<file path="src/rtl/core/ppt_pkg.sv">
// ---------------------------------------------------------------------------
// ppt_pkg
// Shared types and constants for the pulse-period tachometer.
// ---------------------------------------------------------------------------
package ppt_pkg;

	localparam int CFG_W      = 32;
	localparam int RPM_W      = 24;
	localparam int RPM_BASE_W = 26;
	localparam int REG_IDX_W  = 1;

	localparam logic [RPM_BASE_W-1:0] RPM_BASE        = 26'd60000000;
	localparam logic [CFG_W-1:0]      LOCKOUT_RST     = 32'd3000;
	localparam logic [CFG_W-1:0]      TIMEOUT_RST     = 32'd1000000;
	localparam logic [RPM_W-1:0]      RPM_MAX         = 24'hFFFFFF;

	localparam logic [REG_IDX_W-1:0]  REG_LOCKOUT     = 1'b0;
	localparam logic [REG_IDX_W-1:0]  REG_TIMEOUT     = 1'b1;

	localparam logic                  CMD_EDGE        = 1'b0;
	localparam logic                  CMD_QUERY       = 1'b1;

	// controller to datapath
	typedef struct packed {
		logic edge_upd;
		logic div_start;
		logic div_step;
		logic load_stop;
		logic load_div;
	} ppt_cmd_t;

	// datapath to controller
	typedef struct packed {
		logic stop_now;
	} ppt_sts_t;

endpackage

</file>
<file path="src/rtl/core/ppt_ctrl.sv">
// ---------------------------------------------------------------------------
// ppt_ctrl
// Sequencer: accepts events, runs the divider, owns the result valid flag.
// ---------------------------------------------------------------------------
module ppt_ctrl #(
	parameter int FRACTION_BITS = 8
) (
	input  logic              clk,
	input  logic              arst_n,
	input  logic              in_valid,
	input  logic              command,
	output logic              in_stall,
	output logic              out_valid,
	input  logic              out_stall,
	output ppt_pkg::ppt_cmd_t cmd,
	input  ppt_pkg::ppt_sts_t sts
);

	localparam int NUM_W = ppt_pkg::RPM_BASE_W + FRACTION_BITS;
	localparam int CNT_W = $clog2(NUM_W);

	typedef enum logic [2:0] {
		S_IDLE = 3'b001,
		S_DIV  = 3'b010,
		S_FIN  = 3'b100
	} ppt_state_t;

	ppt_state_t       state_q;
	logic [CNT_W-1:0] cnt_q;
	logic             out_valid_q;
	logic             in_accept;
	logic             out_free;

	assign out_free  = !out_valid_q || !out_stall;
	assign in_stall  = (state_q != S_IDLE) || (command == ppt_pkg::CMD_QUERY && !out_free);
	assign in_accept = in_valid && !in_stall;
	assign out_valid = out_valid_q;

	always_comb begin
		cmd = '0;
		case (state_q)
			S_IDLE: begin
				if (in_accept) begin
					if (command == ppt_pkg::CMD_EDGE) begin
						cmd.edge_upd = 1'b1;
					end else if (sts.stop_now) begin
						cmd.load_stop = 1'b1;
					end else begin
						cmd.div_start = 1'b1;
					end
				end
			end
			S_DIV: begin
				cmd.div_step = 1'b1;
			end
			S_FIN: begin
				cmd.load_div = out_free;
			end
			default: begin
				cmd = '0;
			end
		endcase
	end

	always_ff @(posedge clk or negedge arst_n) begin
		if (!arst_n) begin
			state_q     <= S_IDLE;
			cnt_q       <= '0;
			out_valid_q <= 1'b0;
		end else begin
			// drop the result once it is taken, reload below
			if (out_valid_q && !out_stall) begin
				out_valid_q <= 1'b0;
			end
			if (cmd.load_stop || cmd.load_div) begin
				out_valid_q <= 1'b1;
			end
			case (state_q)
				S_IDLE: begin
					if (cmd.div_start) begin
						state_q <= S_DIV;
						cnt_q   <= CNT_W'(NUM_W - 1);
					end
				end
				S_DIV: begin
					if (cnt_q == '0) begin
						state_q <= S_FIN;
					end else begin
						cnt_q <= cnt_q - 1'b1;
					end
				end
				S_FIN: begin
					if (out_free) begin
						state_q <= S_IDLE;
					end
				end
				default: begin
					state_q <= S_IDLE;
				end
			endcase
		end
	end

	a_rise_src: assert property (@(posedge clk) disable iff (!arst_n)
		$rose(out_valid_q) |-> $past(state_q == S_FIN || cmd.load_stop))
		else $error("result valid rose without a load");

	a_cnt_dec: assert property (@(posedge clk) disable iff (!arst_n)
		(state_q == S_DIV && cnt_q != '0) |=> (state_q == S_DIV && cnt_q == $past(cnt_q) - 1'b1))
		else $error("divider step count did not advance");

	a_fin_hold: assert property (@(posedge clk) disable iff (!arst_n)
		(state_q == S_FIN && out_valid_q && out_stall) |=> state_q == S_FIN)
		else $error("quotient left before output slot freed");

	a_no_accept_busy: assert property (@(posedge clk) disable iff (!arst_n)
		(state_q != S_IDLE) |-> !(cmd.edge_upd || cmd.load_stop || cmd.div_start))
		else $error("event taken while divider busy");

endmodule

</file>
<file path="src/rtl/core/ppt_datapath.sv">
// ---------------------------------------------------------------------------
// ppt_datapath
// Edge timing state, stop test, restoring divider and result register.
// ---------------------------------------------------------------------------
module ppt_datapath #(
	parameter int TIME_BITS     = 32,
	parameter int FRACTION_BITS = 8
) (
	input  logic                       clk,
	input  logic                       arst_n,
	input  logic [31:0]                now_us,
	input  logic [ppt_pkg::CFG_W-1:0]  lockout_us,
	input  logic [ppt_pkg::CFG_W-1:0]  timeout_us,
	input  ppt_pkg::ppt_cmd_t          cmd,
	output ppt_pkg::ppt_sts_t          sts,
	output logic [ppt_pkg::RPM_W-1:0]  rpm_q8,
	output logic                       stopped
);

	localparam int NUM_W = ppt_pkg::RPM_BASE_W + FRACTION_BITS;
	localparam int CMP_W = (TIME_BITS > ppt_pkg::CFG_W) ? TIME_BITS : ppt_pkg::CFG_W;
	localparam logic [NUM_W-1:0] NUMER = NUM_W'(ppt_pkg::RPM_BASE) << FRACTION_BITS;

	logic [TIME_BITS-1:0]     last_q;
	logic [TIME_BITS-1:0]     interval_q;
	logic [TIME_BITS-1:0]     rem_q;
	logic [NUM_W-1:0]         num_q;
	logic [ppt_pkg::RPM_W-1:0] rpm_q;
	logic                     stopped_q;

	logic [TIME_BITS-1:0]     now_t;
	logic [TIME_BITS-1:0]     span;
	logic                     past_lockout;
	logic [TIME_BITS:0]       trial;
	logic                     ge;
	logic [TIME_BITS:0]       diff;
	logic                     sat;

	assign now_t        = TIME_BITS'(now_us);
	assign span         = now_t - last_q;
	assign past_lockout = CMP_W'(span) > CMP_W'(lockout_us);
	assign sts.stop_now = (CMP_W'(span) > CMP_W'(timeout_us)) || (interval_q == '0);

	// one quotient bit per step
	assign trial = {rem_q, num_q[NUM_W-1]};
	assign ge    = trial >= {1'b0, interval_q};
	assign diff  = trial - {1'b0, interval_q};
	assign sat   = num_q[NUM_W-1:ppt_pkg::RPM_W] != '0;

	always_ff @(posedge clk or negedge arst_n) begin
		if (!arst_n) begin
			last_q     <= '0;
			interval_q <= '0;
			rpm_q      <= '0;
			stopped_q  <= 1'b0;
		end else begin
			if (cmd.edge_upd && past_lockout) begin
				interval_q <= span;
				last_q     <= now_t;
			end
			if (cmd.load_stop) begin
				rpm_q     <= '0;
				stopped_q <= 1'b1;
			end else if (cmd.load_div) begin
				rpm_q     <= sat ? ppt_pkg::RPM_MAX : num_q[ppt_pkg::RPM_W-1:0];
				stopped_q <= 1'b0;
			end
		end
	end

	always_ff @(posedge clk) begin
		if (cmd.div_start) begin
			rem_q <= '0;
			num_q <= NUMER;
		end else if (cmd.div_step) begin
			rem_q <= ge ? diff[TIME_BITS-1:0] : trial[TIME_BITS-1:0];
			num_q <= {num_q[NUM_W-2:0], ge};
		end
	end

	assign rpm_q8  = rpm_q;
	assign stopped = stopped_q;

	a_stop_zero: assert property (@(posedge clk) disable iff (!arst_n)
		stopped_q |-> rpm_q == '0)
		else $error("stopped result carries a speed");

	a_interval_set: assert property (@(posedge clk) disable iff (!arst_n)
		(cmd.edge_upd && past_lockout) |=> interval_q != '0)
		else $error("accepted edge left no interval");

	a_bounce_hold: assert property (@(posedge clk) disable iff (!arst_n)
		(cmd.edge_upd && !past_lockout) |=> $stable(last_q) && $stable(interval_q))
		else $error("bounce edge changed the timing state");

endmodule

</file>
<file path="src/rtl/core/pulse_period_tachometer.sv">
// Edge event: accepted while the divider is idle, no result; edges may follow back to back.
// Query while stopped: result valid the cycle after the transfer.
// Running query: the restoring divider runs in S_DIV, then S_FIN loads the result once
//   the output slot is free; one quotient bit per cycle; one query in flight.
// Reset (arst_n low, asynchronous): lockout 3000, timeout 1000000, last edge
//   time and interval zero (no interval), no result pending.
// ---------------------------------------------------------------------------
// pulse_period_tachometer
// Measures edge-to-edge period with debounce and reports speed in RPM.
// ---------------------------------------------------------------------------
module pulse_period_tachometer #(
	parameter int TIME_BITS     = 32,
	parameter int FRACTION_BITS = 8
) (
	input  logic                      clk,
	input  logic                      arst_n,
	// APB configuration
	input  logic                      psel,
	input  logic                      penable,
	input  logic                      pwrite,
	input  logic [2:0]                paddr,
	input  logic [31:0]               pwdata,
	output logic [31:0]               prdata,
	output logic                      pready,
	// event channel
	input  logic                      in_valid,
	output logic                      in_stall,
	input  logic                      command,
	input  logic [31:0]               now_us,
	// result channel
	output logic                      out_valid,
	input  logic                      out_stall,
	output logic [ppt_pkg::RPM_W-1:0] rpm_q8,
	output logic                      stopped
);

	logic [ppt_pkg::CFG_W-1:0]     lockout_q;
	logic [ppt_pkg::CFG_W-1:0]     timeout_q;
	logic [ppt_pkg::REG_IDX_W-1:0] reg_idx;
	logic                          cfg_wr;
	ppt_pkg::ppt_cmd_t             cmd;
	ppt_pkg::ppt_sts_t             sts;

	assign pready  = 1'b1;
	assign reg_idx = paddr[2:2];
	assign cfg_wr  = psel && penable && pwrite && pready;

	always_ff @(posedge clk or negedge arst_n) begin
		if (!arst_n) begin
			lockout_q <= ppt_pkg::LOCKOUT_RST;
			timeout_q <= ppt_pkg::TIMEOUT_RST;
		end else if (cfg_wr) begin
			case (reg_idx)
				ppt_pkg::REG_LOCKOUT: lockout_q <= pwdata;
				ppt_pkg::REG_TIMEOUT: timeout_q <= pwdata;
				default: begin
					lockout_q <= lockout_q;
				end
			endcase
		end
	end

	always_comb begin
		case (reg_idx)
			ppt_pkg::REG_LOCKOUT: prdata = lockout_q;
			ppt_pkg::REG_TIMEOUT: prdata = timeout_q;
			default:              prdata = '0;
		endcase
	end

	ppt_ctrl #(
		.FRACTION_BITS(FRACTION_BITS)
	) u_ctrl (
		.clk      (clk),
		.arst_n   (arst_n),
		.in_valid (in_valid),
		.command  (command),
		.in_stall (in_stall),
		.out_valid(out_valid),
		.out_stall(out_stall),
		.cmd      (cmd),
		.sts      (sts)
	);

	ppt_datapath #(
		.TIME_BITS    (TIME_BITS),
		.FRACTION_BITS(FRACTION_BITS)
	) u_datapath (
		.clk       (clk),
		.arst_n    (arst_n),
		.now_us    (now_us),
		.lockout_us(lockout_q),
		.timeout_us(timeout_q),
		.cmd       (cmd),
		.sts       (sts),
		.rpm_q8    (rpm_q8),
		.stopped   (stopped)
	);

endmodule

</file>
<file path="config.mk">
export PLATFORM = sky130hd
export DESIGN_NAME = pulse_period_tachometer
export DESIGN_NICKNAME = d
export VERILOG_FILES = /design/src/rtl/core/ppt_pkg.sv /design/src/rtl/core/ppt_ctrl.sv /design/src/rtl/core/ppt_datapath.sv /design/src/rtl/core/pulse_period_tachometer.sv
export SDC_FILE = /design/constraint.sdc
export NUM_CORES = 1
export LEC_CHECK = 0
export ABC_AREA = 1
export BUFFER_PORTS_ARGS = -buffer_cell sky130_fd_sc_hd__buf_2
export CAP_MARGIN = 0
export CORE_ASPECT_RATIO = 1.2
export CORE_MARGIN = 2
export CORE_UTILIZATION = 55
export DETAILED_ROUTE_END_ITERATION = 8
export GPL_TIMING_DRIVEN = 0
export PLACE_DENSITY = 0.77
export RECOVER_POWER = 25
export SLEW_MARGIN = 0
export SYNTH_ARGS = -nofsm -noshare
export SYNTH_HDL_FRONTEND = slang
export SYNTH_SLANG_ARGS = --single-unit
</file>
<file path="constraint.sdc">
create_clock -name clk -period 3 [get_ports clk]
set_input_delay 0.6 -clock clk [delete_from_list [all_inputs] [get_ports clk]]
set_output_delay 0.6 -clock clk [all_outputs]
set_load 0.1 [all_outputs]
</file>
==> run summary <==
status = finished with violations
failing checks = capacitance limit, slew limit, setup timing
Pint = 12270 uW
crit path max fanout = 5
pre-CTS setup slack = -1.350 ns
CTS Sinks = 229
P_sw = 13290 uW
crit start category = flip-flop
clock power share = 13.1%
number of global-route vias before repair = 15980
crit end category = flip-flop
largest net degree at the start of global routing = 93
largest area contributor in the netlist = dfrtp_1
power per cell area = 1265 nW/um2
fmax = 267.2 MHz
# port buffers = 130
Clock transition at path regs = 0.06 ns
via count = 16330
Placement Cell Area = 17560 um2
Slew @ Worst Pin = 1.804 ns
total CTS buffers = 25
drt wl/cell = 17.50 um
Rows = 68
fin area = 20200 um2
non-filler cells, final = 2947
Distinct cells, synth = 52
total track usage = 32.58%
H-tree Lvls = 1
Placer Congestion = 0.9891
DP HPWL = 37.41 mm
Core Area = 28840 um2
Final Worst Setup Slack = -0.7418 ns
Sw Share = 51.99%
critical path required time = 3.44 ns
final hold vios = 0
placed insts = 2855
final setup violation count = 164
TritonCTS clock tree = done
Area growth, synth to finish = 25.36%
crit path DAT = 4.18 ns
static leakage = 0.01067 uW
minimum clock period = 3.742 ns
Initial Utilization = 55.88%
Mapped Nets = 2545
Clock Latency Late Sink = 0.56 ns
post-synth top area share = 22.98%
Avg Vias per Cell = 5.542
WL final = 51.59 mm
Slew Limit Fails = 72
unrepaired setup endpoints after global routing = yes
register area share after synthesis = 33.62%
Synth Cell Area = 16120 um2
first-pass GRT wire length = 80.23 mm
Die Width = 160.3 um
Routed Antenna Nets = 0
die span in y = 191.5 um
Tightest Hold Check Type = primary input to flip-flop
initial antenna violation count = 0
Post-synth EDFFs = 0
skew final = 0.008631 ns
Synth area leaders = dfrtp_1 (23%), nand2_1 (16%), ha_1 (10%), inv_1 (9.2%), dfxtp_1 (8.2%)
setup tns final = -101.85 ns
Ant. Diodes = 0
Die ar. = 30690 um2
Iteration-0 DRC Markers = 1179
Setup CP Type = flip-flop to flip-flop
period utilization = 124.7%
Synth Flop Type = dfrtp_1
combinational share of power = 68.0%
warnings from Yosys = 0
Final nets = 2749
IR drop worst, VDD = 0.0008183 V
Cells after Synth = 2339
Clock Root Buffer = clkbuf_16
Clock Tree Buf Depth = 3
asr flop ratio synth = 71.18%
Mean Syn Cell Area = 6.890 um2
drt drc = 0
router iterations before antenna repair = 7
share of cells above drive strength 1 = 22.33%
Slew headroom = -20.25%
Yosys reg bits = 229
Overflow after GRT = 0
Max Cap Viol = 1
Sequential Power Share = 19.0%
Top Ports = 135
-- state kept, by name (all words and copies together), names as in the netlist --
| name | count |
|---|---|
| lockout_q | 32 |
| timeout_q | 32 |
| u_ctrl.cnt_q | 6 |
| u_ctrl.out_valid | 1 |
| u_ctrl.state_q | 3 |
| u_datapath.interval_q | 32 |
| u_datapath.last_q | 32 |
| u_datapath.num_q | 34 |
| u_datapath.rem_q | 32 |
| u_datapath.rpm_q8 | 24 |
| u_datapath.stopped | 1 |
-- per-layer routing --
metal | vias up | wire, um | GRT usage, %
met1 | 7644 | 19870 | 37.06
met5 | - | 0 | 0
met3 | 207 | 2683 | 3.905
met4 | 0 | 3672 | 20.41
li1 | 7885 | - | -
met2 | 595 | 25370 | 58.37
-- cells by family after synthesis --
| family | synth area share, % |
|---|---|
| AND/OR/NAND/NOR | 30.18 |
| AO/OA/AOI/OAI | 12.05 |
| XOR/XNOR | 2.065 |
| flip-flops | 33.62 |
| buffers and inverters | 11.79 |
| other | 0.02327 |
| adder cells (fa/ha/maj) | 10.26 |
-- synth_stat cells (3+ instances only) --
master / number
nand2_1: 687
inv_1: 397
o21ai_0: 202
dfrtp_1: 148
ha_1: 129
nor2_1: 129
nand3_1: 127
a21oi_1: 79
dfxtp_1: 66
nand4_1: 63
clkbuf_1: 36
o211ai_1: 33
xor2_1: 32
buf_2: 28
nand3_2: 23
or2_2: 23
dfstp_2: 15
nor3_1: 12
o21ai_1: 12
o21bai_1: 9
inv_2: 7
a21o_1: 6
and2_1: 6
nor2_2: 6
nor4_1: 6
xnor2_1: 6
a31oi_1: 5
nand2_2: 5
nand3b_1: 5
a21boi_0: 4
buf_6: 3
o21a_1: 3
-- metrics by stage --
step	util [%]	total power, uW	hold slack [ns]
global placement	60.77	18710	0.4601
global route	70.05	27360	0.2797
CTS	68.16	24310	0.2425
floorplan	-	15350	0.3044
detailed placement	60.90	19100	0.4735
finish	70.05	25560	0.2740
-- what timing repair did --
item / 4_1_cts / 5_1_grt
endpoints found under the hold margin: 7 / 0
buffers inserted: 25 / 13
pin swaps: 23 / 16
resized for setup: 159 / 141
gates cloned: 9 / 1
setup endpoints to repair: 164 / 164
hold buffers: 1 / 0
-- cell usage in the layout (no fill, tap or decap), types with 15 or more instances in the layout --
cell | Yosys | routed
a21oi_1 | 79 | 60
buf_2 | 28 | 140
buf_4 | 2 | 30
buf_6 | 3 | 19
clkbuf_1 | 36 | 40
clkbuf_16 | 0 | 27
dfrtp_1 | 148 | 148
dfstp_2 | 15 | 15
dfxtp_1 | 66 | 66
ha_1 | 129 | 99
ha_4 | 0 | 29
inv_1 | 397 | 387
nand2_1 | 687 | 615
nand2_2 | 5 | 60
nand2_4 | 1 | 18
nand3_1 | 127 | 101
nand3_2 | 23 | 48
nand4_1 | 63 | 63
nor2_1 | 129 | 113
nor2_2 | 6 | 21
o211ai_1 | 33 | 33
o21ai_0 | 202 | 130
o21ai_1 | 12 | 54
o21ai_2 | 1 | 29
or2_2 | 23 | 23
xor2_1 | 32 | 19
-- final timing paths --
check                                 startpoint                        end  slack, ns  cells after the start
max                        u_datapath.last_q[10]  u_datapath.interval_q[26]      -0.74                     26
min                                    pwdata[8]               lockout_q[8]       0.27                      3
max reg2reg                u_datapath.last_q[10]  u_datapath.interval_q[26]      -0.74                     26
min reg2reg                        lockout_q[26]              lockout_q[26]       0.49                      2
max in group asynchronous                 arst_n      u_datapath.last_q[15]       0.71                      3
min in group asynchronous                 arst_n         u_datapath.stopped       1.04                      2
-- power by group through the flow --
stage          Clock, uW  Combinational (uW)  Sequential [uW]
3_3_place_gp           0               13900             4820
4_1_cts             3390               16100             4810
5_1_grt             3500               18900             4950
6_report            3340               17400             4850
3_5_place_dp           0               14200             4850
2_1_floorplan          0               10200             5160
-- critical path, stage by stage (launching register included) --
cell	delay, ns
dfrtp_1	0.38
inv_1	0.13
ha_4	0.24
nand2_1	0.09
nand2_2	0.10
a21oi_2	0.20
a21boi_2	0.25
o21ai_4	0.12
nand3_1	0.12
nand2_1	0.06
nand2_1	0.08
nand2_2	0.11
ha_1	0.31
nand4_1	0.15
buf_4	0.14
inv_2	0.03
nand2_1	0.05
o211ai_1	0.10
a21oi_1	0.16
nand2_2	0.09
nand2_4	0.11
clkinv_8	0.08
buf_8	0.14
buf_6	0.12
buf_8	0.14
nand2_1	0.07
o21ai_1	0.07
-- final cells by class --
class / instances / area (um2)
multi-input cells: 1632 / 10130
fillers: 2305 / 8638
flip-flops and latches: 229 / 5419
inverters: 406 / 1554
repair buffers: 179 / 1220
clock buffers: 40 / 804.5
plain buffers: 70 / 499.2
well taps: 385 / 481.7
clock inverters: 6 / 98.84
No activity file was read; power rests on OpenSTA's default activity.
